**config.mk**
```make
export PLATFORM = sky130hd
export DESIGN_NAME = first_fit_allocator_compaction_unit
export DESIGN_NICKNAME = d
export VERILOG_FILES = /design/src/design/ffac_pkg.sv /design/src/design/ffac_ctrl.sv /design/src/design/ffac_dp.sv /design/src/design/first_fit_allocator_compaction_unit.sv
export SDC_FILE = /design/constraint.sdc
export NUM_CORES = 2
export LEC_CHECK = 0
export BUFFER_PORTS_ARGS = -buffer_cell sky130_fd_sc_hd__clkbuf_2
export CORE_MARGIN = 1
export CORE_UTILIZATION = 57
export DETAILED_ROUTE_END_ITERATION = 10
export GPL_TIMING_DRIVEN = 0
export PLACE_DENSITY_LB_ADDON = 0.08
export RECOVER_POWER = 100
export SKIP_LAST_GASP = 1
export SYNTH_ARGS = -nofsm -noshare
export SYNTH_HDL_FRONTEND = slang
export SYNTH_SLANG_ARGS = --single-unit
```
**constraint.sdc**
```tcl
create_clock -name aclk -period 8.2 [get_ports aclk]
set_clock_uncertainty 0.2 [all_clocks]
set_input_delay 1.23 -clock aclk [delete_from_list [all_inputs] [get_ports aclk]]
set_output_delay 1.23 -clock aclk [all_outputs]
set_load 0.02 [all_outputs]
```
**src/design/ffac_pkg.sv**
```systemverilog
`default_nettype none

package ffac_pkg;

    localparam int CELLS_DEF   = 128;
    localparam int ID_BITS_DEF = 16;

    localparam int SIZE_W    = 8;
    localparam int BID_W     = 16;
    localparam int NID_W     = 16;
    localparam int CFG_W     = 8;
    localparam int USER_W    = 2;
    localparam int S_DATA_W  = 24;
    localparam int M_DATA_W  = 16;

    localparam logic [CFG_W-1:0] CFG_RESET = 8'd128;

    typedef enum logic [1:0] {
        OP_ALLOC  = 2'd0,
        OP_ERASE  = 2'd1,
        OP_DEFRAG = 2'd2
    } op_t;

    typedef enum logic [1:0] {
        STAT_ALLOCATED = 2'd0,
        STAT_NO_SPACE  = 2'd1,
        STAT_ILLEGAL   = 2'd2,
        STAT_DONE      = 2'd3
    } status_t;

    typedef enum logic [2:0] {
        ST_CLEAR,
        ST_IDLE,
        ST_ALLOC,
        ST_FILL,
        ST_ERASE,
        ST_DEFRAG,
        ST_ZERO,
        ST_RESULT
    } state_t;

    typedef enum logic [2:0] {
        MODE_IDLE,
        MODE_CLEAR,
        MODE_ALLOC,
        MODE_FILL,
        MODE_ERASE,
        MODE_DEFRAG,
        MODE_ZERO
    } mode_t;

    typedef struct packed {
        logic    accept;
        logic    issue;
        mode_t   mode;
        logic    bump;
        logic    post;
        status_t post_status;
    } cmd_t;

    typedef struct packed {
        logic issue_done;
        logic pipe_vld;
        logic found;
        logic fill_last;
        logic zero_done;
        logic clear_last;
        logic hit;
        logic early_no_space;
        logic id_zero;
        logic out_busy;
    } sts_t;

endpackage

`default_nettype wire

```
**src/design/ffac_ctrl.sv**
```systemverilog
`default_nettype none

module ffac_ctrl import ffac_pkg::*; (
    input  wire logic              aclk,
    input  wire logic              aresetn,
    input  wire logic              s_tvalid,
    output logic                   s_tready,
    input  wire logic [USER_W-1:0] op_in,
    input  wire sts_t              sts,
    output cmd_t                   cmd
);

    state_t  state_reg, state_next;
    status_t res_reg, res_next;

    always_ff @(posedge aclk) begin
        if (!aresetn) begin
            state_reg <= ST_CLEAR;
            res_reg   <= STAT_DONE;
        end else begin
            state_reg <= state_next;
            res_reg   <= res_next;
        end
    end

    always_comb begin
        state_next      = state_reg;
        res_next        = res_reg;
        s_tready        = 1'b0;
        cmd.accept      = 1'b0;
        cmd.issue       = 1'b0;
        cmd.mode        = MODE_IDLE;
        cmd.bump        = 1'b0;
        cmd.post        = 1'b0;
        cmd.post_status = res_reg;
        case (state_reg)
            ST_CLEAR: begin
                cmd.mode = MODE_CLEAR;
                if (sts.clear_last) begin
                    state_next = ST_IDLE;
                end
            end
            ST_IDLE: begin
                s_tready   = 1'b1;
                cmd.accept = s_tvalid;
                if (s_tvalid) begin
                    case (op_in)
                        OP_ALLOC: state_next = ST_ALLOC;
                        OP_ERASE: state_next = ST_ERASE;
                        default:  state_next = ST_DEFRAG;
                    endcase
                end
            end
            ST_ALLOC: begin
                cmd.mode = MODE_ALLOC;
                if (sts.early_no_space) begin
                    res_next   = STAT_NO_SPACE;
                    state_next = ST_RESULT;
                end else if (sts.found) begin
                    state_next = ST_FILL;
                end else if (sts.issue_done && !sts.pipe_vld) begin
                    res_next   = STAT_NO_SPACE;
                    state_next = ST_RESULT;
                end else begin
                    cmd.issue = !sts.issue_done;
                end
            end
            ST_FILL: begin
                cmd.mode = MODE_FILL;
                if (sts.fill_last) begin
                    cmd.bump   = 1'b1;
                    res_next   = STAT_ALLOCATED;
                    state_next = ST_RESULT;
                end
            end
            ST_ERASE: begin
                cmd.mode = MODE_ERASE;
                if (sts.id_zero) begin
                    res_next   = STAT_ILLEGAL;
                    state_next = ST_RESULT;
                end else if (sts.issue_done && !sts.pipe_vld) begin
                    res_next   = sts.hit ? STAT_DONE : STAT_ILLEGAL;
                    state_next = ST_RESULT;
                end else begin
                    cmd.issue = !sts.issue_done;
                end
            end
            ST_DEFRAG: begin
                cmd.mode = MODE_DEFRAG;
                if (sts.issue_done && !sts.pipe_vld) begin
                    state_next = ST_ZERO;
                end else begin
                    cmd.issue = !sts.issue_done;
                end
            end
            ST_ZERO: begin
                cmd.mode = MODE_ZERO;
                if (sts.zero_done) begin
                    res_next   = STAT_DONE;
                    state_next = ST_RESULT;
                end
            end
            ST_RESULT: begin
                if (!sts.out_busy) begin
                    cmd.post   = 1'b1;
                    state_next = ST_IDLE;
                end
            end
            default: begin
                state_next = ST_IDLE;
            end
        endcase
    end

endmodule

`default_nettype wire

```
**src/design/ffac_dp.sv**
```systemverilog
`default_nettype none

module ffac_dp import ffac_pkg::*; #(
    parameter int CELLS   = CELLS_DEF,
    parameter int ID_BITS = ID_BITS_DEF
) (
    input  wire logic                aclk,
    input  wire logic                aresetn,
    input  wire logic                cfg_wen,
    input  wire logic [CFG_W-1:0]    cfg_wdata,
    input  wire logic [S_DATA_W-1:0] s_tdata,
    input  wire cmd_t                cmd,
    output sts_t                     sts,
    output logic                     m_tvalid,
    input  wire logic                m_tready,
    output logic [M_DATA_W-1:0]      m_tdata,
    output logic [USER_W-1:0]        m_tuser
);

    localparam int AW = (CELLS > 1) ? $clog2(CELLS) : 1;
    localparam int CW = $clog2(CELLS + 1);
    localparam int MW = (CW > SIZE_W) ? CW : SIZE_W;
    localparam int XW = ID_BITS + BID_W;

    logic [ID_BITS-1:0] mem [CELLS];

    logic [CFG_W-1:0]   cfg_reg;
    logic [SIZE_W-1:0]  size_reg;
    logic [BID_W-1:0]   bid_reg;
    logic [ID_BITS-1:0] id_reg;
    logic [CW-1:0]      idx_reg;
    logic [CW-1:0]      pidx_reg;
    logic               pvld_reg;
    logic [ID_BITS-1:0] rdata_reg;
    logic [CW-1:0]      run_reg;
    logic [CW-1:0]      wptr_reg;
    logic [CW-1:0]      fend_reg;
    logic               hit_reg;
    logic               found_reg;
    logic               m_valid_reg;
    status_t            m_status_reg;
    logic [NID_W-1:0]   m_id_reg;

    logic [CW-1:0]      n_cnt;
    logic [CW-1:0]      run_inc;
    logic [CW-1:0]      fill_start;
    logic [ID_BITS-1:0] id_inc;
    logic [XW-1:0]      id_ext;
    logic               free;
    logic               fit;
    logic               erase_hit;
    logic               proc_alloc;
    logic               zero_more;
    logic               we;
    logic [AW-1:0]      waddr;
    logic [ID_BITS-1:0] wdata;

    assign n_cnt      = (MW'(cfg_reg) > MW'(CELLS)) ? CW'(CELLS) : CW'(cfg_reg);
    assign run_inc    = run_reg + CW'(1);
    assign free       = (rdata_reg == '0);
    assign fit        = free && (MW'(run_inc) == MW'(size_reg));
    assign erase_hit  = (XW'(rdata_reg) == XW'(bid_reg));
    assign id_inc     = id_reg + ID_BITS'(1);
    assign id_ext     = XW'(id_reg);
    assign fill_start = pidx_reg + CW'(1) - CW'(size_reg);
    assign proc_alloc = (cmd.mode == MODE_ALLOC) && pvld_reg && !found_reg;
    assign zero_more  = (wptr_reg < n_cnt);

    always_comb begin
        we    = 1'b0;
        waddr = wptr_reg[AW-1:0];
        wdata = '0;
        case (cmd.mode)
            MODE_CLEAR: we = 1'b1;
            MODE_FILL: begin
                we    = 1'b1;
                wdata = id_inc;
            end
            MODE_ERASE: begin
                we    = pvld_reg && erase_hit;
                waddr = pidx_reg[AW-1:0];
            end
            MODE_DEFRAG: begin
                we    = pvld_reg && !free;
                wdata = rdata_reg;
            end
            MODE_ZERO: we = zero_more;
            default: we = 1'b0;
        endcase
    end

    always_ff @(posedge aclk) begin
        if (we) begin
            mem[waddr] <= wdata;
        end
        if (cmd.issue) begin
            rdata_reg <= mem[idx_reg[AW-1:0]];
        end
    end

    always_ff @(posedge aclk) begin
        pidx_reg <= idx_reg;
        if (cmd.accept) begin
            size_reg <= s_tdata[SIZE_W-1:0];
            bid_reg  <= s_tdata[SIZE_W+BID_W-1:SIZE_W];
        end
        if (proc_alloc && fit) begin
            fend_reg <= pidx_reg;
        end
        if (cmd.post) begin
            m_status_reg <= cmd.post_status;
            m_id_reg     <= (cmd.post_status == STAT_ALLOCATED) ? id_ext[NID_W-1:0] : '0;
        end
    end

    always_ff @(posedge aclk) begin
        if (!aresetn) begin
            cfg_reg     <= CFG_RESET;
            id_reg      <= '0;
            idx_reg     <= '0;
            pvld_reg    <= 1'b0;
            run_reg     <= '0;
            wptr_reg    <= '0;
            hit_reg     <= 1'b0;
            found_reg   <= 1'b0;
            m_valid_reg <= 1'b0;
        end else begin
            if (cfg_wen) begin
                cfg_reg <= cfg_wdata;
            end
            pvld_reg <= cmd.issue;
            if (cmd.accept) begin
                idx_reg   <= '0;
                run_reg   <= '0;
                wptr_reg  <= '0;
                hit_reg   <= 1'b0;
                found_reg <= 1'b0;
            end else begin
                if (cmd.issue) begin
                    idx_reg <= idx_reg + CW'(1);
                end
                case (cmd.mode)
                    MODE_ALLOC: begin
                        if (proc_alloc) begin
                            run_reg <= free ? run_inc : '0;
                            if (fit) begin
                                found_reg <= 1'b1;
                                wptr_reg  <= fill_start;
                            end
                        end
                    end
                    MODE_FILL: wptr_reg <= wptr_reg + CW'(1);
                    MODE_ERASE: begin
                        if (pvld_reg && erase_hit) begin
                            hit_reg <= 1'b1;
                        end
                    end
                    MODE_DEFRAG: begin
                        if (pvld_reg && !free) begin
                            wptr_reg <= wptr_reg + CW'(1);
                        end
                    end
                    MODE_ZERO: begin
                        if (zero_more) begin
                            wptr_reg <= wptr_reg + CW'(1);
                        end
                    end
                    MODE_CLEAR: wptr_reg <= wptr_reg + CW'(1);
                    default: wptr_reg <= wptr_reg;
                endcase
            end
            if (cmd.bump) begin
                id_reg <= id_inc;
            end
            if (cmd.post) begin
                m_valid_reg <= 1'b1;
            end else if (m_tready) begin
                m_valid_reg <= 1'b0;
            end
        end
    end

    assign sts.issue_done     = (idx_reg == n_cnt);
    assign sts.pipe_vld       = pvld_reg;
    assign sts.found          = found_reg;
    assign sts.fill_last      = (wptr_reg == fend_reg);
    assign sts.zero_done      = !zero_more;
    assign sts.clear_last     = (wptr_reg == CW'(CELLS - 1));
    assign sts.hit            = hit_reg;
    assign sts.early_no_space = (size_reg == '0) || (id_reg == '1);
    assign sts.id_zero        = (bid_reg == '0);
    assign sts.out_busy       = m_valid_reg && !m_tready;

    assign m_tvalid = m_valid_reg;
    assign m_tdata  = m_id_reg;
    assign m_tuser  = m_status_reg;

endmodule

`default_nettype wire

```
**src/design/first_fit_allocator_compaction_unit.sv**
```systemverilog
// Channel   Ports              Payload
// s_        tvalid/tready      tuser: op; tdata: alloc_size, block_id
// m_        tvalid/tready      tuser: status; tdata: new_id
// cfg_      wen/wdata          cells_in_use, written at any edge with wen high
//
// After reset the cell store is cleared, one cell a cycle, with s_tready low until all CELLS are clear.
// An alloc scans the active cells (n = active cells) until a run fits, then fills alloc_size
// cells; an erase scans all n cells. Defragment compacts, then zeroes the cells left free.
// Zero size, spent ids or id 0 end the request without a scan.
// The scan does one read and one write per cycle; s_tready is high only when idle.
// A result waits in the output register; a stalled m_ side holds the next result back.
`default_nettype none

module first_fit_allocator_compaction_unit import ffac_pkg::*; #(
    parameter int CELLS   = CELLS_DEF,
    parameter int ID_BITS = ID_BITS_DEF
) (
    input  wire logic                aclk,
    input  wire logic                aresetn,
    input  wire logic                s_tvalid,
    output logic                     s_tready,
    input  wire logic [S_DATA_W-1:0] s_tdata,   // alloc_size[7:0], block_id[23:8]
    input  wire logic [USER_W-1:0]   s_tuser,   // op[1:0]
    output logic                     m_tvalid,
    input  wire logic                m_tready,
    output logic [M_DATA_W-1:0]      m_tdata,   // new_id[15:0]
    output logic [USER_W-1:0]        m_tuser,   // status[1:0]
    input  wire logic                cfg_wen,
    input  wire logic [CFG_W-1:0]    cfg_wdata
);

    cmd_t cmd;
    sts_t sts;

    ffac_ctrl u_ctrl (
        .aclk     (aclk),
        .aresetn  (aresetn),
        .s_tvalid (s_tvalid),
        .s_tready (s_tready),
        .op_in    (s_tuser),
        .sts      (sts),
        .cmd      (cmd)
    );

    ffac_dp #(
        .CELLS   (CELLS),
        .ID_BITS (ID_BITS)
    ) u_dp (
        .aclk      (aclk),
        .aresetn   (aresetn),
        .cfg_wen   (cfg_wen),
        .cfg_wdata (cfg_wdata),
        .s_tdata   (s_tdata),
        .cmd       (cmd),
        .sts       (sts),
        .m_tvalid  (m_tvalid),
        .m_tready  (m_tready),
        .m_tdata   (m_tdata),
        .m_tuser   (m_tuser)
    );

endmodule

`default_nettype wire

```
==> impl_results.md <==
- Number of failing hold endpoints at the final stage: 0
- H-tree level count: 4
- Setup total negative slack: 0 ns
- First-pass GRT wire length: 348.5 mm
- Pwr Total: 0.02197 W
- Ratio of cells with drive above 1 in the final layout: 23.49%
- Clock sink count: 2179
- Number of antenna-violating nets in the routed design: 0
- Final max-slew violation count: 1393
- Maximum vdd drop: 0.2188 mV
- Critical Path Source Type: flop
- Max incr delay on CP: 1.92 ns
- Post-layout net count: 4469
- Total power density per cell area: 229.4 nW/um^2
- Detail-routed via count per cell: 6.931
- Via count of the first global-routing pass: 43360
- Violated checks: max-capacitance violations, max-slew violations
- Worst setup path class: reg -> reg
- Data required time of the critical path: 8.40 ns
- Crit end category: flop
- Placed Cells: 6122
- Final standard cell count with taps included and fillers excluded: 6509
- Flip-flop and latch area: 64780 um^2
- Gates resized, CTS repair: 0
- CTS Root Buffer Type: sky130_fd_sc_hd__clkbuf_16
- Vias after detailed routing: 45120
- FFs w/ async S/R, synth: 0%
- Maximum buffer depth of the clock tree: 3
- Portion of the post-synthesis area used by sequential elements: 75.95%
- Mapped cell area: 85300 um^2
- Maximum clock frequency: 148.0 MHz
- Period Utilization, post-route: 82.42%
- Crit path time final: 6.759 ns
- Chain of cells forming the critical path: clkbuf_1 -> clkinv_1 -> nand2_1 -> ha_1 -> o21ai_0 -> o21ai_0 -> a2111o_1 -> a21boi_0 -> nand2_1 -> clkbuf_1 -> nor2_1
- Starting DRT DRC Count: 6316
- Clock transition at path regs: 0.06 ns
- Area used by multi-input combinational logic: 19350 um^2
- Headroom to the max-slew limit: -180.0%
- IO Pins: 59
- Routed wirelength normalized by instance count: 39.12 um
- DIE AREA: 151200 um^2
- Total of flip-flops plus latches after synthesis: 2179
- Path class of the lowest-slack min-delay path: reg -> reg
- Tightest Pin Transition: 4.156 ns
- Clk Latency, worst-skew pair: 0.86 ns
- Core Area: 148200 um^2
- Number of setup buffers added after CTS: 0
- Clock tree from TritonCTS: built
- Primary FF master, synth: sky130_fd_sc_hd__edfxtp_1
- Number of I/O port buffers: 57
- Register bank with the most flops: u_dp.mem
- Number of antenna violations at the first check in global routing: 14
- Leakage power figure: 25.95 nW
- First-pass detailed-route iteration total: 7
- Width of the die: 388.8 um
- Starting density of the core: 57.56%
- Cell with the largest stage delay on the worst path: sky130_fd_sc_hd__nor2_1
- Buffers and inverters on the worst path: 3
- Largest net degree at the start of global routing: 81
- Status: finished, violations left
- Cell variety after synth: 72
- Aggregate global routing overflow: 0
- Total number of placement rows: 141
- Aggregate routed wire length: 254.6 mm
- Post-synth net total: 4030
- GRT Util Overall: 34.13%
- Area added between synthesis and finish: 12.25%
- Syn avg cell area: 21.51 um^2
- Post-DP HPWL: 176.2 mm
- Maximum fanout encountered on the critical timing path: 16
- Unrepaired setup endpoints after global routing: no
- WP data arrival: 6.96 ns
- Height of the die: 388.8 um
- Post-synthesis cell count: 3966
- Number of flip-flops under the largest register name: 2048
- Total of endpoints with negative setup slack in the final report: 0
- Synth warn: 0
- Max-capacitance violation count: 46
- Number of buffers inserted by hold repair at cts: 0
- Critical path's top delay family: simple AND/OR/NAND/NOR gates
- Count of flip-flops with a built-in enable after synthesis: 2114
- CTS buffer count: 211
- Final GP Congestion: 0.9861
- Filler instances: 9992
- Remaining design rule violation count: 0
## path summary, 6_finish.rpt
path	slack (ns)	cells past startpoint	to	start
worst max-delay path	1.44	11	u_dp.mem[84][7]	u_dp.cfg_reg[7]
worst min-delay path	0.16	0	u_dp.pidx_reg[6]	u_dp.idx_reg[6]
worst max register to register	1.44	11	u_dp.mem[84][7]	u_dp.cfg_reg[7]
worst min register to register	0.16	0	u_dp.pidx_reg[6]	u_dp.idx_reg[6]
## cell families after synthesis
| family | count (synthesis) | share of synthesized area, % |
|---|---|---|
| XOR/XNOR | 81 | 0.8317 |
| AND/OR/NAND/NOR | 568 | 3.124 |
| adder cells (fa/ha/maj) | 25 | 0.3755 |
| buffers and inverters | 233 | 1.344 |
| flip-flops | 2179 | 75.95 |
| multiplexers | 646 | 16.47 |
| AO/OA/AOI/OAI | 234 | 1.905 |
## synth_stat cells, types with 5 or more instances
library cell | n | area (um^2)
sky130_fd_sc_hd__nand2b_1 | 12 | 75.07
sky130_fd_sc_hd__inv_1 | 21 | 78.83
sky130_fd_sc_hd__a31o_2 | 12 | 105.1
sky130_fd_sc_hd__o2111ai_1 | 10 | 87.58
sky130_fd_sc_hd__nand3b_1 | 9 | 67.56
sky130_fd_sc_hd__nand3_1 | 52 | 260.3
sky130_fd_sc_hd__buf_1 | 22 | 82.58
sky130_fd_sc_hd__xor2_1 | 29 | 254.0
sky130_fd_sc_hd__or3_1 | 11 | 68.82
sky130_fd_sc_hd__ha_1 | 24 | 300.3
sky130_fd_sc_hd__nor2b_1 | 13 | 81.33
sky130_fd_sc_hd__a21oi_1 | 25 | 125.1
sky130_fd_sc_hd__and3_1 | 10 | 62.56
sky130_fd_sc_hd__dfxtp_1 | 65 | 1301
sky130_fd_sc_hd__o221ai_1 | 10 | 87.58
sky130_fd_sc_hd__o21ai_0 | 62 | 310.3
sky130_fd_sc_hd__buf_4 | 21 | 157.7
sky130_fd_sc_hd__nor4_1 | 12 | 75.07
sky130_fd_sc_hd__buf_6 | 16 | 180.2
sky130_fd_sc_hd__nand2_1 | 162 | 608.1
sky130_fd_sc_hd__nor2_1 | 191 | 716.9
sky130_fd_sc_hd__mux2i_1 | 40 | 400.4
sky130_fd_sc_hd__edfxtp_1 | 2114 | 63480
sky130_fd_sc_hd__nor3_1 | 15 | 75.07
sky130_fd_sc_hd__o211ai_1 | 5 | 37.54
sky130_fd_sc_hd__and2_1 | 34 | 212.7
sky130_fd_sc_hd__o31ai_1 | 8 | 60.06
sky130_fd_sc_hd__a22oi_1 | 30 | 225.2
sky130_fd_sc_hd__xnor2_1 | 52 | 455.4
sky130_fd_sc_hd__clkbuf_1 | 93 | 349.1
sky130_fd_sc_hd__a211oi_1 | 7 | 52.55
sky130_fd_sc_hd__nand4_1 | 22 | 137.6
sky130_fd_sc_hd__a32oi_1 | 11 | 96.34
sky130_fd_sc_hd__mux4_2 | 606 | 13650
sky130_fd_sc_hd__a221oi_1 | 6 | 52.55
sky130_fd_sc_hd__a31oi_1 | 19 | 118.9
sky130_fd_sc_hd__buf_2 | 58 | 290.3
## stage by stage
stage               setup WS, ns  cell area [um^2]  hold WS (ns)  utilization, %
floorplan                0.07520             85300        0.1290               -
global placement          -7.199             88000        0.1386           59.38
CTS                        2.998             98770        0.1512           66.65
detailed placement         3.001             91920        0.1373           62.03
global route               1.367             95730        0.1628           64.60
finish                     1.441             95740        0.1593           64.61
## where the power goes
part / leakage, nW / switching, W / internal, W / total (W)
Combinational: 5.57 / 0.000143 / 0.0000494 / 0.000192
Sequential: 17.0 / 0.0000139 / 0.0121 / 0.0121
Clock: 3.34 / 0.00420 / 0.00550 / 0.00970
## metal layers
metal | GRT usage [%] | vias to the layer above | wire length (um)
li1 | - | 17480 | -
met4 | 18.01 | 16 | 16750
met5 | 0 | - | 106
met3 | 11.43 | 675 | 34020
met2 | 49.22 | 3299 | 111200
met1 | 46.64 | 23650 | 92530
## layout make-up
class / count / area share (%)
inverter: 23 / 0.09017
multi-input combinational: 1554 / 20.21
tap: 1930 / 2.522
sequential: 2179 / 67.66
antenna: 6 / 0.01568
clock buffer: 251 / 5.727
clock inverter: 130 / 1.428
timing repair buffer: 226 / 1.291
buffer: 210 / 1.056
## worst reg2reg max path: stages (launching register included)
cell and delay, ns:
sky130_fd_sc_hd__dfxtp_1 0.31, sky130_fd_sc_hd__clkbuf_1 0.36, sky130_fd_sc_hd__clkinv_1 0.40, sky130_fd_sc_hd__nand2_1 0.15, sky130_fd_sc_hd__ha_1 0.24, sky130_fd_sc_hd__o21ai_0 0.14, sky130_fd_sc_hd__o21ai_0 0.19, sky130_fd_sc_hd__a2111o_1 0.52
sky130_fd_sc_hd__a21boi_0 0.60, sky130_fd_sc_hd__nand2_1 0.73, sky130_fd_sc_hd__clkbuf_1 0.55, sky130_fd_sc_hd__nor2_1 1.92
## cells in the final DEF, fill, tap and decap left out, types with 23 or more instances in the layout
cell / synthesis / layout
sky130_fd_sc_hd__mux4_2: 606 / 606
sky130_fd_sc_hd__mux2i_1: 40 / 40
sky130_fd_sc_hd__dfxtp_1: 65 / 65
sky130_fd_sc_hd__buf_2: 58 / 57
sky130_fd_sc_hd__clkinv_2: 0 / 34
sky130_fd_sc_hd__a22oi_1: 30 / 30
sky130_fd_sc_hd__a21oi_1: 25 / 26
sky130_fd_sc_hd__nand2_1: 162 / 166
sky130_fd_sc_hd__xnor2_1: 52 / 52
sky130_fd_sc_hd__o21ai_0: 62 / 55
sky130_fd_sc_hd__clkbuf_2: 0 / 43
sky130_fd_sc_hd__clkbuf_1: 93 / 303
sky130_fd_sc_hd__xor2_1: 29 / 29
sky130_fd_sc_hd__ha_1: 24 / 24
sky130_fd_sc_hd__bufinv_16: 0 / 23
sky130_fd_sc_hd__nor2_1: 191 / 190
sky130_fd_sc_hd__clkinv_1: 1 / 51
sky130_fd_sc_hd__edfxtp_1: 2114 / 2114
sky130_fd_sc_hd__clkbuf_16: 0 / 213
sky130_fd_sc_hd__nand3_1: 52 / 52
sky130_fd_sc_hd__and2_0: 0 / 24
No activity file was read; power rests on OpenSTA's default activity.
